### config.mk
export PLATFORM = sky130hd
export DESIGN_NAME = bzbb_isqrt
export DESIGN_NICKNAME = d
export VERILOG_FILES = /design/src/rtl/core/bzbb_isqrt.sv
export SDC_FILE = /design/constraint.sdc
export NUM_CORES = 2
export LEC_CHECK = 0
export BUFFER_PORTS_ARGS = -buffer_cell sky130_fd_sc_hd__buf_2
export CAP_MARGIN = 20
export CELL_PAD_IN_SITES_DETAIL_PLACEMENT = 0
export CELL_PAD_IN_SITES_GLOBAL_PLACEMENT = 1
export CORE_ASPECT_RATIO = 1.2
export CORE_MARGIN = 2
export CORE_UTILIZATION = 48
export CTS_CLUSTER_DIAMETER = 100
export DETAILED_ROUTE_END_ITERATION = 10
export HOLD_SLACK_MARGIN = 0.12
export PLACE_DENSITY = 0.88
export SLEW_MARGIN = 20
export SYNTH_ARGS = -nofsm -noshare
export SYNTH_HDL_FRONTEND = slang
export SYNTH_MEMORY_MAX_BITS = 65536
export SYNTH_SLANG_ARGS = --single-unit
### constraint.sdc
create_clock -name clk -period 4.45 [get_ports clk]
set_input_delay 1.1125 -clock clk [delete_from_list [all_inputs] [get_ports clk]]
set_output_delay 1.1125 -clock clk [all_outputs]
set_load 0.02 [all_outputs]
### src/rtl/core/bzbb_isqrt.sv
`timescale 1ns / 1ps
// pipelined integer square root, one root bit per stage, floor result
// no dependencies

module bzbb_isqrt #(
	parameter int OUT_W = 32
) (
	input  logic                 clk,
	input  logic                 en,
	input  logic [2*OUT_W-1:0]   rad,
	output logic [OUT_W-1:0]     root
);

	logic [OUT_W:0]       rem_q  [1:OUT_W];
	logic [OUT_W-1:0]     root_q [1:OUT_W];
	logic [2*OUT_W-1:0]   rad_q  [1:OUT_W];

	for (genvar k = 0; k < OUT_W; k++) begin : g_stage
		logic [OUT_W:0]     rem_i;
		logic [OUT_W-1:0]   root_i;
		logic [2*OUT_W-1:0] rad_i;
		logic [OUT_W+2:0]   cur;
		logic [OUT_W+2:0]   trial;
		logic [OUT_W+2:0]   diff;

		if (k == 0) begin : g_first
			assign rem_i  = '0;
			assign root_i = '0;
			assign rad_i  = rad;
		end else begin : g_next
			assign rem_i  = rem_q[k];
			assign root_i = root_q[k];
			assign rad_i  = rad_q[k];
		end

		assign cur   = {rem_i, rad_i[2*OUT_W-1 -: 2]};
		assign trial = {1'b0, root_i, 2'b01};
		assign diff  = cur - trial;

		always_ff @(posedge clk) begin
			if (en) begin
				if (cur >= trial) begin
					rem_q[k+1]  <= diff[OUT_W:0];
					root_q[k+1] <= {root_i[OUT_W-2:0], 1'b1};
				end else begin
					rem_q[k+1]  <= cur[OUT_W:0];
					root_q[k+1] <= {root_i[OUT_W-2:0], 1'b0};
				end
				rad_q[k+1] <= rad_i << 2;
			end
		end
	end

	assign root = root_q[OUT_W];

endmodule

Yosys cells after proc, flatten, opt, wreduce, memory -nomap -nowiden
Memory sizes are Yosys's and may differ from the RTL's.
Index checks and enable logic that the tools add are counted.
{"block": "word_totals", "wordCells": 389, "mem_bits_rw": 4064, "n_memories": 3, "register_bits": 0}
{"memory": "rad_q", "depth": 32, "width": 62, "read_ports": 31, "rd_ports_with_merged_regs": 0, "wr": 32, "line_no": "16", "rtl": "logic [2*OUT_W-1:0] rad_q [1:OUT_W];"}
{"memory": "rem_q", "depth": 32, "width": 33, "read_ports": 31, "rd_ports_with_merged_regs": 0, "wr": 32, "line_no": "14", "rtl": "logic [OUT_W:0] rem_q [1:OUT_W];"}
{"memory": "root_q", "depth": 32, "width": 32, "read_ports": 32, "rd_ports_with_merged_regs": 0, "wr": 32, "line_no": "15", "rtl": "logic [OUT_W-1:0] root_q [1:OUT_W];"}
{"block": "op_classes", "muxes": 258, "addsub": 32, "n_lt_le_gt_ge": 32, "n_bitwise": 64}
{"operator": "35-bit by 34-bit greater-or-equal comparator with 1-bit output", "n": 31}
{"operator": "33-bit 2-to-1 mux", "n": 32}
{"operator": "32-bit 2-to-1 mux", "n": 32}
{"operator": "33-bit subtractor", "n": 31}
{"operator": "1-bit 2-to-1 mux", "n": 194}
{"operator": "1-bit bitwise OR", "n": 64}
{"operator": "2-bit by 1-bit subtractor with 3-bit output (second input constant)", "n": 1}
{"operator": "2-bit by 1-bit greater-or-equal comparator with 1-bit output (second input constant)", "n": 1}

Longest topological paths before layout
An unclocked memory read counts as a cell.
{"block": "depth", "word_depth": 6, "mapped_depth": 15, "ltp_nobuf": 12}

Worst setup path after synthesis
No wires, ideal clock.
{"block": "synth_path", "path_type": "in2reg", "startpoint": "input port en", "endpoint": "register, netlist name rem_q[0][891]", "cell_stages": 6, "path_slack_ns": -0.029, "n_path_buf": 6, "arrival_ns": 4.041, "path_cell_list": "clkbuf_1 clkbuf_1 clkbuf_1 clkbuf_1 clkbuf_1 clkbuf_1"}
{"element": "from (decl)", "line_no": "9", "rtl": "input logic en,"}

==> run_results.csv <==
group,metric,value,unit
status,status,"complete, no violations",
hold_path,holdCritPathClass,"reg -> reg",
floorplan,core-area,0.2406,mm2
sta,hold_viol_final,0,
cts,clk_pin_slew,70,ps
cts,cts_buffers,266,
sta,rsz0062_at_grt,"no",
sta,tns,0,ps
synthesis,synthDistinctLibCells,90,
critical_path,crit-reg2reg-launch,"rem_q[0][594]",
synthesis,synth_fp_nets,9632,
synthesis,synth_warnings,0,
synthesis,syn_inst,9004,
synthesis,synth.top_cell.area_share,0.6442,
cts,cts-hold-fix-buffers,0,
synthesis,yosys.area.top_type,"edfxtp_1",
power,power.share.clock,0.322,
floorplan,rows,197,
hold_path,holdPathStages,0,
global_route,grt_pass1_vias,69520,
synthesis,ys_ff_latch,2495,
route,routed_wl,240.2,mm
critical_path,rr_worst_depth,10,
route,wl_met3,9.382,mm
critical_path,start_kind,"register",
route,vias_per_cell,5.513,
global_route,grt_max_degree,181,
placement,io_buffers,97,
sta,fin_crit_sh,0.8833,
synthesis,synth_edf_count,2495,
cts,htree_levels,5,
floorplan,start_util,0.4834,
critical_path,r2r_slack,520,ps
sta,fmax,0.2544,GHz
power,swShare,0.2814,
synthesis,postSynthAreaPerCell,12.92,um2
power,ir_drop,410.1,uV
sta,worst_slack,519.2,ps
floorplan,dieWidth,453.4,um
route,ant_nets,0,
cells_and_area,fin_cells,12640,
placement,place_ws,551.4,ps
global_route,grt-ovfl-total,0,
hold_path,whs_endpoint,"rad_q[0][454]",
sta,maxSlewViolCount,0,
cells_and_area,drive_above_1_share,0.07871,
sta,fin_skew,76.74,ps
synthesis,synth.area.top_cells,"edfxtp_1, ha_1, xor2_1",
power,p_switching,18.68,mW
synthesis,synth.most_common_cell,"edfxtp_1",
route,wl_per_cell,19.01,um
synthesis,netlist_area,0.1163,mm2
cells_and_area,syn2layout_area_growth,11.14,%
synthesis,ys_seq_area_frac,0.6442,
floorplan,dieArea,0.2463,mm2
cts,cts.sinks,2495,
sta,finalCriticalPeriod,3931,ps
power,seqPwrFrac,0.478,
critical_path,r2r_end,"rem_q[0][659]",
cts,clock-root-buffer,"clkbuf_16",
placement,hpwlAfterDp,174.3,mm
floorplan,die_y,543.2,um
critical_path,end_kind,"register",
synthesis,synth_commonest_cells,"edfxtp_1, inv_1, nand2_1",
placement,routabilityCongestion,0.9472,
cts,clockBufferDepth,4,
cts,ctsResizeCount,0,
route,wl_met2,128.1,mm
synthesis,synthArstFlopShare,0,
sta,setup_violations,0,
sta,whs,364.0,ps
route,top_layer,"met4",
critical_path,critical_path_required,4990,ps
synthesis,synthFlopType,"edfxtp_1",
power,pwr_density_cell,513.5,mW/mm2
global_route,grt_pass1_wl,374.0,mm
power,intPower,47.69,mW
cts,postCtsSetupBuffers,0,
cells_and_area,nets,9886,
route,drt_iter0_markers,5060,
placement,numPlacedInstances,12170,
critical_path,cp_max_fo,5,
global_route,grt_use_total,0.1909,
route,first_pass_iters,6,
route,drcViolationCount,0,
power,pwr-share-comb,0.200,
cts,cts_tree,"yes",
critical_path,worstSetupPathType,"reg -> reg",
sta,relSlewSlack,0.2513,
floorplan,top_level_ports,98,
sta,worstMarginPinSlew,1123,ps
cells_and_area,final_core_util,0.5373,
critical_path,cp.arrival,4470,ps
cts,clk_latency,860,ps
power,p_leak,49.06,nW
global_route,grt_antenna_before_repair,2,
job,max_cap_violations,0,
hold_path,holdCritStartpoint,"rad_q[0][390]",
route,m1WireLength,91.43,mm
route,vias,69670,
cell type report:
class / instances / area [um2]
tap: 3184 / 3984
antenna: 1 / 2.502
clock inverter: 143 / 1403
clock buffer: 320 / 6944
fill: 19730 / 111300
multi-input combinational: 5625 / 38090
sequential: 2495 / 74920
timing repair buffer: 188 / 1346
inverter: 682 / 2560
layer usage:
| layer | up-vias | global-route usage |
|---|---|---|
| met1 | 33600 | 0.2119 |
| li1 | 33820 | - |
| met5 | - | 0 |
| met4 | 0 | 0.08823 |
| met2 | 1647 | 0.3585 |
| met3 | 608 | 0.02606 |
sequential cells by signal, indices dropped and copies added (netlist names):
register  count
rad_q       992
rem_q       975
root_q      528
how the worst max path moves through the flow:
stage | start | to | slack, ps | cells after the start
6_report | rem_q[0][594] | rem_q[0][659] | 520 | 10
5_1_grt | rem_q[0][992] | rem_q[0][1044] | 300 | 11
4_1_cts | rem_q[0][990] | rem_q[0][1044] | 550 | 11
3_5_place_dp | en | rem_q[0][529] | 550 | 8
3_3_place_gp | en | rem_q[0][796] | 570 | 7
2_1_floorplan | en | rem_q[0][825] | 30 | 6
worst max-delay path, stage by stage (launching register included):
cell and delay [ps]:
edfxtp_1 450, ha_1 390, nor2b_1 150, o21a_1 170
o21ai_0 320, a211oi_1 170, o21ai_0 560, o21ai_0 240
nor4_1 840, nand3_1 200, xnor2_1 170
power groups by stage:
stage | clock (mW) | sequential [mW] | combinational, mW
after global routing | 22.8 | 32.0 | 14.8
after CTS | 21.9 | 31.7 | 13.3
final | 21.4 | 31.7 | 13.3
after detailed placement | 0 | 32.2 | 13.2
after floorplan | 0 | 31.2 | 10.0
after global placement | 0 | 32.1 | 13.0
stage by stage:
stage,total power [mW],cell area [um2]
floorplan,41.22,116300
global placement,45.15,120900
detailed placement,45.37,120900
CTS,66.97,129300
global route,69.58,129300
finish,66.37,129300
kinds of logic after synthesis:
family,count (synthesis),synth area share
flops,2495,0.6442
simple gates,2368,0.1006
compound gates,1787,0.09564
buf+inv,884,0.02868
xor+xnor,807,0.06077
fa+ha+maj,562,0.06046
mux,101,0.009671
placed cells by master (no fill, tap or decap), types with 213 or more instances in the layout:
cell / count
a21oi_1: 520
nor3_1: 213
inv_1: 678
nand2_1: 664
clkbuf_16: 270
nor2_1: 533
xor2_1: 410
o21ai_0: 485
edfxtp_1: 2495
ha_1: 562
xnor2_1: 397
(Power assumes the default switching activity.)
