==> src/rtl/core/bzbb_div.sv <==
`timescale 1ns / 1ps
// root lane divider: t = round(num/den) in q1.TF when 0 <= num/den <= 1
// restoring division, one quotient bit per stage; no dependencies

module bzbb_div #(
	parameter int NW = 35,
	parameter int TF = 16
) (
	input  logic                 clk,
	input  logic                 en,
	input  logic                 ena,
	input  logic signed [NW-1:0] num,
	input  logic signed [NW-1:0] den,
	output logic [TF:0]          t,
	output logic                 ok
);

	localparam int UW = NW - 1;

	logic signed [NW-1:0] nn;
	logic signed [NW-1:0] dd;
	logic                 good;

	logic [UW:0]   r_q  [TF+2];
	logic [UW-1:0] d_q  [TF+2];
	logic [TF:0]   q_q  [TF+2];
	logic          ok_q [TF+2];

	logic [TF:0]   t_q;
	logic          okf_q;
	logic          inc;

	always_comb begin
		nn   = den[NW-1] ? -num : num;
		dd   = den[NW-1] ? -den : den;
		good = ena && (dd != '0) && !nn[NW-1] && (nn <= dd);
	end

	always_ff @(posedge clk) begin
		if (en) begin
			r_q[0]  <= {1'b0, nn[UW-1:0]};
			d_q[0]  <= dd[UW-1:0];
			q_q[0]  <= '0;
			ok_q[0] <= good;
		end
	end

	for (genvar j = 0; j <= TF; j++) begin : g_step
		logic        ge;
		logic [UW:0] rn;

		assign ge = r_q[j] >= {1'b0, d_q[j]};
		assign rn = ge ? (r_q[j] - {1'b0, d_q[j]}) : r_q[j];

		always_ff @(posedge clk) begin
			if (en) begin
				r_q[j+1]  <= {rn[UW-1:0], 1'b0};
				d_q[j+1]  <= d_q[j];
				q_q[j+1]  <= {q_q[j][TF-1:0], ge};
				ok_q[j+1] <= ok_q[j];
			end
		end
	end

	assign inc = r_q[TF+1] >= {1'b0, d_q[TF+1]};

	always_ff @(posedge clk) begin
		if (en) begin
			t_q   <= q_q[TF+1] + (TF+1)'(inc);
			okf_q <= ok_q[TF+1];
		end
	end

	assign t  = t_q;
	assign ok = okf_q;

endmodule

==> config.mk <==
export PLATFORM = sky130hd
export DESIGN_NAME = bzbb_div
export DESIGN_NICKNAME = d
export VERILOG_FILES = /design/src/rtl/core/bzbb_div.sv
export SDC_FILE = /design/constraint.sdc
export NUM_CORES = 2
export LEC_CHECK = 0
export BUFFER_PORTS_ARGS = -buffer_cell sky130_fd_sc_hd__buf_4
export CAP_MARGIN = 25
export CORE_MARGIN = 2
export CORE_UTILIZATION = 48
export DETAILED_ROUTE_END_ITERATION = 10
export PLACE_DENSITY_LB_ADDON = 0.25
export SYNTH_ARGS = -nofsm -noshare
export SYNTH_HDL_FRONTEND = slang
export SYNTH_SLANG_ARGS = --single-unit
==> constraint.sdc <==
create_clock -name clk -period 10 [get_ports clk]
set_input_delay 0 -clock clk [delete_from_list [all_inputs] [get_ports clk]]
set_output_delay 0 -clock clk [all_outputs]
set_load 0.02 [all_outputs]
# Word level (Yosys, flattened, before mapping)
# Memory sizes are Yosys's and may differ from the RTL's. A register that Yosys moved wholly into a read port is not among the register bits.
# Index checks and enable logic that the tools add are counted.
[classes] order_cmp=19 n_addsub=20 n_mux=21 reduce_logical=5
[op_table] cell="$ge 35x34->1" count=18
[op_table] cell="$mux 34" count=17
[op_table] cell="$sub 34x34->34" count=17
[op_table] cell="$mux 35" count=2
[op_table] cell="$neg 35->35" count=2
[op_table] cell="$le 35x35->1" count=1
[op_table] cell="$reduce_bool 35->1" count=1
[op_table] cell="$add 17x1->17" count=1
[op_table] cell="$logic_and 1x1->1" count=3
[op_table] cell="$mux 1" count=2
[op_table] cell="$logic_not 1->1" count=1
[word_totals] reg_bits=17 n_memories=4 output_inout_bits=18 mem_bits_rw=1566
[mem_list] memory="r_q" depth=18 word_bits=35 rd=18 rd_clocked_by_memory_dff=0 write_ports=18 line_no="24" text="logic [UW:0] r_q [TF+2];"
[mem_list] memory="d_q" depth=18 word_bits=34 rd=18 rd_clocked_by_memory_dff=0 write_ports=18 line_no="25" text="logic [UW-1:0] d_q [TF+2];"
[mem_list] memory="q_q" depth=18 word_bits=17 rd=18 rd_clocked_by_memory_dff=0 write_ports=18 line_no="26" text="logic [TF:0] q_q [TF+2];"
[mem_list] memory="ok_q" depth=18 word_bits=1 rd=18 rd_clocked_by_memory_dff=1 write_ports=18 line_no="27" text="logic ok_q [TF+2];"

# Longest topological paths before layout
[logic_depth] ltp_word=6 ltp_mapped=20 mapped_depth_nobuf=20

# Worst setup path before layout
# No wires, ideal clock.
[synth_path] path_type="input-to-reg" from="input port num[4]" to="memory ok_q[0], data pin" n_path_buf=0 slack_ns=6.036 setup_ns=0.263 t_arrival_ns=3.701 cell_stages=18 path_cell_list="or4_1 > or4_4 > or2_4 > nor2_2 > nand3_1 > or4_1 > o31ai_1 > xnor2_1 > ha_1 > nor2b_1 > o21ai_0 > nand2b_1 > a21oi_1 > o221ai_1 > a21oi_1 > nand2_2 > mux2i_1 > nor4_2"
[synth_rtl] element="start: declaration" line_no="12" text="input logic signed [NW-1:0] num,"
[synth_rtl] element="end: declaration" line_no="27"

==> metrics.cfg <==
[status]
status = finished, final reports clean

[clock_tree]
cts_num_sinks = 1413
clk_path_buf_depth = 3
clk_pin_slew_ps = 60
cts-root-buf = clkbuf_16
insertion_delay_ps = 790
htreeDepth = 4
cts_buffers = 159
cts_tree = done

[critical_path]
cp_common_cell = ha_1
crit_end = t[16]
regToRegStartpoint = r_q[17][24]
cpLargestDelayFamily = simple AND/OR/NAND/NOR gates
path_max_fanout = 4
max_stage_delay_ps = 1130
path_cells = ha_1 -> nand4_1 -> nor3_1 -> nand3_1 -> nor3_1 -> o21ai_0 -> a211oi_1 -> o311ai_0 -> nand2_1 -> a211o_1 -> ha_1 -> ha_1 -> nand2_1 -> nor2_1 -> nand4_1 -> xnor2_1
worstSetupStartpoint = r_q[17][24]
worst_ep_required_time_ps = 10530
path_depth = 16
end_kind = register
rr_worst_depth = 16
cpMaxStageDelayCell = a211oi_1
cp.arrival_ps = 7020
rr_endpoint = t[16]
path_class = register to register
r2r_slack_ps = 3510
path_buf_inv = 0
worstSetupStartpointType = register

[finish]
finalNetCount = 8681
drive_gt1_frac = 0.0677
synthToLayoutAreaGrowth_pct = 11.8

[synth]
postSynth.asyncResetShare = 0
synthTopCellsByCount = edfxtp_1 (1413), inv_1 (783), nand2_1 (664)
syn_area_um2 = 82900
netlist.area_leader.share = 0.512
ys_types = 93
yosys.area.top_type = edfxtp_1
synth_nets = 8420
synth-warning-count = 0
yosysSeqAreaShare = 0.512
syn_inst = 7681
synth-edff-count = 1413
synth-main-ff-cell = edfxtp_1
synth_seq_cells = 1413
synthTopCellsByArea = edfxtp_1 (51%), ha_1 (9.8%), o21ai_0 (3.6%)
yosys.cell_count.top_type = edfxtp_1
postSynthAreaPerCell_um2 = 10.8

[routing]
drt_iter0_markers = 3346
drt_first_pass_iters = 6
routed-via-count = 57800
route.detailed.drc = 0
wl_per_cell_um = 18.9
drt_wl_total_mm = 196
postRouteAntennaNets = 0
routed_via_density = 5.57

[power_and_ir_drop]
seq_power_share = 0.335
max-vdd-ir-drop_mv = 0.168
internal-power_mw = 17.7
cellLeakagePower_nw = 37.9
switchingPower_mw = 11.1
power_density_nw_per_um2 = 312
comb_power_share = 0.472
swShare = 0.386
p_clk_frac = 0.193

[timing]
slew_headroom = 0.194
finalMaxSlewViolations = 0
fmax_mhz = 154
layout_min_cycle_time_ps = 6490
skew_ps = 28.7
tightest_slew_ps = 1200
finalCritPeriodShare = 0.649
finalHoldViolCount = 0
rsz0062_at_grt = no
tns_ps = 0
whs_ps = 88.0
setup_violations = 0

[place]
port_buffers = 90
dp_hpwl_mm = 150
gp_congestion = 1.02

[floorplanning]
die_w_um = 420
die-area_um2 = 176000
io_pins = 91
rows = 152
core_area_um2 = 172000
initial_core_util = 0.483
die_h_um = 420

[worst_hold_path]
hold_class = input pin to register

[global_route]
overflow = 0
grt_usage = 0.222
grt_pass1_vias = 59900
grt_pass1_wl_mm = 307
grt_start_max_net_pins = 202
antenna_found_initial = 3

[flow_run]
max_cap_viol_count = 0

kinds of logic after synthesis:
kind of cell / count (synthesis) / synth area share
AOI/OAI and AO/OA: 2104 / 0.159
and+or+nand+nor: 1861 / 0.107
DFF: 1413 / 0.512
buffers and inverters: 956 / 0.0436
adders and majority gates: 667 / 0.102
xor gates and xnor gates: 555 / 0.0587
muxes: 125 / 0.0168
placed cells by master (no fill, tap or decap), drive strengths merged, types with 28 or more instances in the layout:
cell,instances
a211oi,69
a21o,293
a21oi,554
a31oi,61
and2,32
and3,63
buf,140
clkbuf,211
clkinv,59
dlygate4sd3,130
edfxtp,1413
ha,649
inv,791
mux2,114
nand2,665
nand2b,109
nand3,120
nand4,102
nor2,407
nor2b,89
nor3,101
nor4,28
o211ai,28
o21a,70
o21ai,616
o21bai,63
o31ai,67
or2,33
or3,44
xnor2,318
xor2,237
stage by stage:
step	total power [mW]	worst slack [ps]	instances	utilization	cell area [µm²]
after floorplan	19.5	6040	7681	-	82900
after global routing	30.9	3470	10400	0.540	92700
after global placement	22.9	3630	9954	0.503	86300
after detailed placement	23.2	3600	9957	0.503	86300
final	28.9	3510	10400	0.540	92700
after CTS	28.9	3580	10400	0.540	92600
routing by layer:
layer	global-route usage	vias up	routed length, µm
met1	0.185	27400	63100
met3	0.0257	570	5070
met5	0	-	0
met4	0.152	0	14100
met2	0.467	1234	113000
li1	-	28700	-
worst min-delay path, cell delays in order:
cell and delay [ps]:
buf_4 310, o31ai_1 180, xnor2_1 150
sequential cells by signal (all words and copies together), names as in the netlist:
signal	count
ok	1
t	17
q_q	153
r_q	612
d_q	612
ok_q	18
layout make-up:
| cell class | count | area, µm² |
|---|---|---|
| Clock buffer | 210 | 4340 |
| Multi-Input combinational cell | 5312 | 37000 |
| Clock inverter | 76 | 593 |
| Timing Repair Buffer | 271 | 2480 |
| Inverter | 785 | 2950 |
| Sequential cell | 1413 | 42400 |
| Tap cell | 2310 | 2890 |
| Fill cell | 14600 | 78900 |
| Antenna cell | 3 | 7.51 |
repair_timing:
item                                   in CTS  in global routing
endpoints found under the hold margin     191                  0
buffers inserted                            0                  0
gates resized for setup                     0                  0
hold buffers                              130                  0
power groups by stage:
stage	combinational [mW]	clock, mW	sequential (mW)
after floorplan	10.1	0	9.46
after global placement	13.2	0	9.76
after detailed placement	13.4	0	9.78
after CTS	13.5	5.70	9.67
after global routing	15.1	5.93	9.84
final	13.6	5.56	9.68
how the worst min path moves through the flow:
stage | from | end | slack, ps | cells after the start
3_3_place_gp | num[0] | r_q[0][0] | 240 | 1
2_1_floorplan | den[0] | d_q[0][0] | 100 | 0
5_1_grt | den[34] | d_q[0][27] | 70 | 3
6_report | den[34] | d_q[0][27] | 90 | 3
4_1_cts | den[34] | d_q[0][27] | 20 | 3
3_5_place_dp | num[0] | r_q[0][0] | 240 | 1
(Power assumes the default switching activity.)
